File: src/rtl/core/lphm_pkg.sv
package lphm_pkg;

  localparam int SLOT_BITS = 8;
  localparam int TABLE_SLOTS = 1 << SLOT_BITS;
  localparam int VALUE_BITS = 32;
  localparam int KEY_BITS = 64;
  localparam int COUNT_BITS = SLOT_BITS + 1;
  localparam int FULL_LIMIT = (TABLE_SLOTS * 3) / 4;

  localparam logic [63:0] MIX_A = 64'hff51afd7ed558ccd;
  localparam logic [63:0] MIX_B = 64'hc4ceb9fe1a85ec53;
  localparam int MIX_SHIFT = 33;

  localparam logic [1:0] CMD_PUT    = 2'd0;
  localparam logic [1:0] CMD_GET    = 2'd1;
  localparam logic [1:0] CMD_TAKE   = 2'd2;
  localparam logic [1:0] CMD_UNUSED = 2'd3;

  localparam logic [2:0] ST_INSERTED = 3'd0;
  localparam logic [2:0] ST_UPDATED  = 3'd1;
  localparam logic [2:0] ST_FOUND    = 3'd2;
  localparam logic [2:0] ST_MISSING  = 3'd3;
  localparam logic [2:0] ST_FULL     = 3'd4;

  typedef struct packed {
    logic [1:0]            command;
    logic [KEY_BITS-1:0]   lookup_key;
    logic [VALUE_BITS-1:0] entry_value;
  } req_t;

  typedef struct packed {
    logic [2:0]            status;
    logic [VALUE_BITS-1:0] found_value;
    logic [COUNT_BITS-1:0] entry_count;
  } rsp_t;

  // Datapath operations.
  typedef enum logic [3:0] {
    OP_NONE   = 4'd0,
    OP_LOAD   = 4'd1,
    OP_HASH   = 4'd2,
    OP_READ   = 4'd3,
    OP_NEXT   = 4'd4,
    OP_WRITE  = 4'd5,
    OP_UPDATE = 4'd6,
    OP_CLEAR  = 4'd7,
    OP_MOVE   = 4'd8,
    OP_SHASH  = 4'd9
  } op_t;

  typedef struct packed {
    op_t op;
    logic respond;
    logic [2:0] status;
    logic give_value;
  } cmd_t;

  typedef struct packed {
    logic hash_done;
    logic [1:0] command;
    logic occupied;
    logic key_match;
    logic stays;
    logic full;
  } stat_t;

endpackage

File: src/rtl/core/lphm_ctrl.sv
module lphm_ctrl (
  input  logic            clk,
  input  logic            rst,
  input  logic            start,
  input  lphm_pkg::stat_t stat,
  output lphm_pkg::cmd_t  cmd,
  output logic            busy
);

  typedef enum logic [7:0] {
    S_IDLE  = 8'b00000001,
    S_HASH  = 8'b00000010,
    S_WAIT  = 8'b00000100,
    S_PROBE = 8'b00001000,
    S_RD    = 8'b00010000,
    S_SCAN  = 8'b00100000,
    S_SHASH = 8'b01000000,
    S_SWAIT = 8'b10000000
  } state_t;

  state_t state, state_next;
  logic [1:0] lat, lat_next;

  always_comb begin
    state_next = state;
    lat_next = 2'd0;
    cmd = '{op: lphm_pkg::OP_NONE, respond: 1'b0, status: lphm_pkg::ST_MISSING,
            give_value: 1'b0};
    case (state)
      S_IDLE: begin
        if (start) begin
          cmd.op = lphm_pkg::OP_LOAD;
          state_next = S_HASH;
        end
      end
      S_HASH: begin
        cmd.op = lphm_pkg::OP_HASH;
        state_next = S_WAIT;
      end
      S_WAIT: begin
        if (stat.hash_done) begin
          cmd.op = lphm_pkg::OP_READ;
          state_next = S_RD;
        end
      end
      S_RD: begin
        // Wait here while pos moves and the slot key, value and occupied bit are registered.
        lat_next = lat + 2'd1;
        if (lat == 2'd1) state_next = S_PROBE;
      end
      S_PROBE: begin
        if (!stat.occupied) begin
          cmd.respond = 1'b1;
          state_next = S_IDLE;
          if (stat.command == lphm_pkg::CMD_PUT) begin
            if (stat.full) begin
              cmd.status = lphm_pkg::ST_FULL;
            end else begin
              cmd.op = lphm_pkg::OP_WRITE;
              cmd.status = lphm_pkg::ST_INSERTED;
            end
          end
        end else if (stat.key_match) begin
          cmd.respond = 1'b1;
          state_next = S_IDLE;
          case (stat.command)
            lphm_pkg::CMD_PUT: begin
              cmd.op = lphm_pkg::OP_UPDATE;
              cmd.status = lphm_pkg::ST_UPDATED;
            end
            lphm_pkg::CMD_GET: begin
              cmd.status = lphm_pkg::ST_FOUND;
              cmd.give_value = 1'b1;
            end
            lphm_pkg::CMD_TAKE: begin
              cmd.respond = 1'b0;
              cmd.op = lphm_pkg::OP_CLEAR;
              state_next = S_SCAN;
            end
            default: cmd.status = lphm_pkg::ST_MISSING;
          endcase
        end else begin
          cmd.op = lphm_pkg::OP_NEXT;
          state_next = S_RD;
        end
      end
      S_SCAN: begin
        cmd.op = lphm_pkg::OP_NEXT;
        state_next = S_SWAIT;
      end
      S_SWAIT: begin
        lat_next = lat + 2'd1;
        if (lat == 2'd1) begin
          state_next = S_SHASH;
          lat_next = 2'd0;
        end
      end
      S_SHASH: begin
        if (!stat.occupied) begin
          cmd.respond = 1'b1;
          cmd.status = lphm_pkg::ST_FOUND;
          cmd.give_value = 1'b1;
          state_next = S_IDLE;
        end else if (lat == 2'd0) begin
          cmd.op = lphm_pkg::OP_SHASH;
          lat_next = 2'd1;
        end else if (!stat.hash_done) begin
          lat_next = 2'd1;
        end else begin
          if (!stat.stays) cmd.op = lphm_pkg::OP_MOVE;
          state_next = S_SCAN;
        end
      end
      default: state_next = S_IDLE;
    endcase
  end

  always_ff @(posedge clk) begin
    if (rst) begin
      state <= S_IDLE;
      lat <= 2'd0;
    end else begin
      state <= state_next;
      lat <= lat_next;
    end
  end

  assign busy = (state != S_IDLE);

  a_start_leaves_idle: assert property (@(posedge clk) disable iff (rst)
    (state == S_IDLE && start) |=> (state == S_HASH)) else $error("start lost");
  a_respond_to_idle: assert property (@(posedge clk) disable iff (rst)
    cmd.respond |=> (state == S_IDLE)) else $error("respond not final");
  a_onehot: assert property (@(posedge clk) disable iff (rst)
    $onehot(state)) else $error("state not onehot");

endmodule

File: config.mk
export PLATFORM = sky130hd
export DESIGN_NAME = lphm_ctrl
export DESIGN_NICKNAME = d
export VERILOG_FILES = /design/src/rtl/core/lphm_pkg.sv /design/src/rtl/core/lphm_ctrl.sv
export SDC_FILE = /design/constraint.sdc
export NUM_CORES = 1
export LEC_CHECK = 0
export BUFFER_PORTS_ARGS = -buffer_cell sky130_fd_sc_hd__buf_2
export CORE_MARGIN = 5
export CORE_UTILIZATION = 45
export DETAILED_ROUTE_END_ITERATION = 8
export GPL_ROUTABILITY_DRIVEN = 0
export PLACE_DENSITY = 0.68
export SYNTH_ARGS = -nofsm -noshare
export SYNTH_HDL_FRONTEND = slang
export SYNTH_SLANG_ARGS = --single-unit
File: constraint.sdc
create_clock -name clk -period 2.2 [get_ports clk]
set_input_delay 0.22 -clock clk [delete_from_list [all_inputs] [get_ports clk]]
set_output_delay 0.22 -clock clk [all_outputs]
set_load 0.1 [all_outputs]
---- Yosys cells after proc, flatten, opt, wreduce, memory -nomap -nowiden ----
Cells that the tools add are included.
word-level totals
  register bits after elaboration ......... 10
  input bits .............................. 10
cells by class
  multiplexer cells ....................... 37
  reductions and logical operators ........ 3
  add/subtract/negate cells ............... 1
  equality and inequality tests ........... 18
operator list
  kind                                                    count
  2-to-1 mux 8 bit                                        9
  one-hot mux 8 bit (8 select lines)                      1
  one-hot mux 4 bit (6 select lines)                      1
  2-to-1 mux 4 bit                                        5
  2-to-1 mux 3 bit                                        4
  2-to-1 mux 6 bit                                        2
  2-to-1 mux 5 bit                                        2
  one-hot mux 5 bit (2 select lines)                      1
  equality test 8 x 1 -> 1 bit (second input constant)    1
  equality test 8 x 2 -> 1 bit (second input constant)    1
  equality test 8 x 3 -> 1 bit (second input constant)    1
  equality test 8 x 4 -> 1 bit (second input constant)    1
  equality test 8 x 5 -> 1 bit (second input constant)    1
  equality test 8 x 6 -> 1 bit (second input constant)    1
  equality test 8 x 7 -> 1 bit (second input constant)    1
  equality test 8 bit (second input constant)             1
  inequality test 2 bit (second input constant)           4
  inequality test 8 x 1 -> 1 bit (second input constant)  1
  2-to-1 mux 1 bit                                        7
  inequality test 3 bit (second input constant)           2
  one-hot mux 2 bit (3 select lines)                      1
  one-hot mux 3 bit (2 select lines)                      1
  AND reduction 6 bit                                     1
  equality test 2 x 1 -> 1 bit (second input constant)    2
  5 further kinds                                         7

---- Logic depth before layout (Yosys ltp) ----
  depth after elaboration ................. 5
  depth in mapped cells ................... 6
  depth with buffers taken out ............ 6

---- Worst setup path after synthesis ----
OpenSTA, ideal clock, no wires.
  path kind ............................... flip-flop to flip-flop
  start point ............................. reg state[1]
  end point ............................... reg state[0]
  clock period less this slack ............ 3.484 ns
  path slack .............................. -1.284 ns
  arrival time ............................ 3.414 ns
  stages on the path, launching flop included .. 5
  library setup time ...................... 0.070 ns
  cell sequence ........................... dfxtp_1 -> nor4_1 -> o2111ai_1 -> a21boi_0 -> a2111o_1
on the way
  word-level cells in the longest chain between the ends .. 3
  elaborated cells between the ends (all ways) .. 16
  those cells by class .................... eq/ne: 14; mux: 1; reduce/logical: 1
ends and longest elaborated chain
  element                                                                          RTL line          source
  from (decl)                                                                      lphm_ctrl.sv:21   state_t state, state_next;
  from (signal assigned)                                                           lphm_ctrl.sv:123  state <= state_next;
  equality test 8 x 7 -> 1 bit, or another cell as far along                       lphm_ctrl.sv:29   case (state)
  inequality test 3 bit (no source line) or inequality test 2 bit (tied branches)  --
  AND reduction 6 bit (no source line)                                             --
Several ways; a longest one is shown, not always the timed one.
A chain may end at the register's enable or synchronous reset.

==> metrics.md <==
| Metric | Value |
|---|---|
| Final Setup Violations | `0` |
| Max-Cap Viols | `0` |
| Post-synth EDFFs | `0` |
| Met3 routed WL | `273 µm` |
| Most frequent cells in the layout | `nor2_1, buf_2, nand3_1` |
| Power per cell area | `approximately 570 mW/mm²` |
| Met1 WL | `1014 µm` |
| RSZ-0062 raised after global routing | `true` |
| Outcome | `finished, final reports clean` |
| Syn_area_per_cell | `7.372 µm²` |
| Worst VDD drop | `~440 µV` |
| Die area | `0.002952 mm²` |
| P_leak | `0.4402 nW` |
| Final Max Slew Viols | `0` |
| Reg clk slew, reported paths | `~0.070 ns` |
| GRT overflow | `0` |
| Hold Vio Cnt, Final | `0` |
| Critical Path Fanout Max | `8` |
| Floorplan core area | `0.001922 mm²` |
| Vias in the first global route | `971` |
| Mapped Area | `884.6 µm²` |
| Initial antenna violation count | `0` |
| Placed insts | `about 160` |
| Syn_nets | `around 130` |
| # DRC | `0` |
| Fin nets | `around 150` |
| Critical Path RT | `1.98 ns` |
| CTS root buf | `clkbuf_4` |
| Post-CTS setup repair buffer count | `0` |
| P&R area growth vs syn | `34.94%` |
| Post-DP HPWL | `1921 µm` |
| Final Cycle Share | `0.9594` |
| Met2 Wirelength | `1222 µm` |
| CTS tree | `done` |
| GRT Resource Usage Total | `0.1931` |
| Filler cells | `~180` |
| WL/cell | `15.40 µm` |
| Startpoint types | `flip-flop` |
| Initial DRC count | `80` |
| FF+latch count, synth | `10` |
| TritonCTS Sinks | `10` |
| I/O Buffers | `19` |
| Initial Util | `0.4603` |
| Vias per inst | `6.157` |
| Synth unique cells | `47` |
| Overall power | `slightly below 0.7 mW` |
| # rows | `16` |
| Post-CTS Hold Fix Bufs | `0` |
| Chip width | `54.34 µm` |
| Crit path DAT | `1.89 ns` |
| Final worst path period need | `around 2.1 ns` |
| DR pass1 iterations | `4` |
| Max Clk Rate | `between 400 and 500 MHz` |
| Yosys warnings | `0` |
| Clock Latency Late Sink | `roughly 0.27 ns` |
| N_diodes | `0` |
| Worst clock skew | `0.008558 ns` |
| Largest net degree at the start of global routing | `14` |
| Path type of the worst min-delay path | `in2reg` |
| Asr flop ratio synth | `0` |
| Antenna Nets Post-Route | `0` |
| First-pass GRT wire length | `approximately 4200 µm` |
| CTS buffer count | `3` |
| Sequential-to-total area share from yosys stat | `0.2263` |
| Total wire length | `2556 µm` |
| Via Count | `1022` |
| Die height | `54.34 µm` |
| Fin cells | `166` |
| Synth Flop Type | `dfxtp_1` |
| Setup Crit Path Kind | `reg2out` |
| Cells after Synth | `120` |
| Layout cells sized above 1 | `0.2878` |
| Relative slew slack | `0.6228` |
| Measured slew at the worst slew-check pin | `between 0.5 and 0.6 ns` |
| Critical path endpoint category | `output port` |
| # IOs | `20` |
| Worst-case clock buffer depth | `2` |
| Htree depth | `1` |
| DR top layer | `met4` |
-- worst max-delay path, stage by stage, from the launching register on --
cell,delay [ns]
dfxtp_2,0.37
nor4_4,0.37
nand4_1,0.29
a21oi_1,0.26
a21oi_2,0.04
buf_2,0.29
-- cell families after synthesis --
family,count (synthesis),synth area share
simple gates,63,0.4060
compound gates,30,0.2532
buf+inv,13,0.06223
flops,10,0.2263
fa+ha+maj,3,0.04244
xor+xnor,1,0.009903
-- cells in the mapped netlist (2+ instances only) --
master,count,area share
inv_1,7,0.030
nand2b_1,2,0.014
o2111ai_1,2,0.020
ha_1,3,0.042
nor4b_1,2,0.020
a31oi_1,3,0.021
nor3_2,2,0.023
dfxtp_1,10,0.23
a211oi_1,2,0.017
nand3_1,9,0.051
and3_1,2,0.014
nor2_1,13,0.055
nor2b_1,4,0.028
o21ai_0,4,0.023
nand2_1,6,0.025
nor3b_1,5,0.042
nor3_1,6,0.034
a21oi_1,4,0.023
nand4_1,4,0.028
and4_1,2,0.020
clkbuf_1,2,0.0085
-- routing by layer --
layer	vias up	track usage
li1	489	-
met1	460	0.2319
met2	67	0.3207
met3	6	0.05722
met4	0	0.07469
met5	-	0
-- timing repair --
| action | CTS | global route |
|---|---|---|
| hold endpoints to repair | 0 | 0 |
| gates resized for setup | 3 | 5 |
| pin swaps | 0 | 1 |
| setup endpoints to repair | 3 | 6 |
-- final cells by class --
class,instances,area [µm²],share of cell area
Multi-Input combinational cell,97,693.2,0.5807
Sequential cell,10,203.9,0.1709
Timing Repair Buffer,21,200.2,0.1677
Clock buffer,4,36.28,0.03040
Tap cell,27,33.78,0.02830
Inverter,7,26.28,0.02201
-- path summary, 6_finish.rpt --
check / startpoint / to / slack [ns] / cells past startpoint
worst max-delay path: state[1] / cmd[1] / 0.09 / 5
worst min-delay path: rst / state[6] / 0.23 / 2
worst max register to register: state[2] / state[0] / 0.54 / 4
worst min register to register: state[1] / state[2] / 0.66 / 2
-- through the flow --
step	utilization	worst slack (ns)	cell area, µm²	TNS, ns	hold WS, ns
3_5_place_dp	0.5833	0.2376	1121	0	0.5099
5_1_grt	0.6211	-0.001227	1194	-0.001227	0.2339
6_report	0.6211	0.08937	1194	0	0.2279
3_3_place_gp	0.5833	0.2971	1121	0	0.5157
2_1_floorplan	-	-0.3270	915.9	-0.3270	0.4144
4_1_cts	0.6126	0.0006739	1177	0	0.2285
-- sequential cells by signal, summed over array words and instances, names as in the netlist --
| signal | count |
|---|---|
| state | 8 |
| lat | 2 |
-- report_power, final --
part	switching, mW	leakage (nW)	internal, mW	total, mW
clock	0.0640	0.0210	0.100	0.164
sequential	0.0253	0.0824	0.192	0.217
combinational	0.204	0.337	0.0973	0.301
total	0.293	0.440	0.389	0.683
No activity file was read; power rests on OpenSTA's default activity.
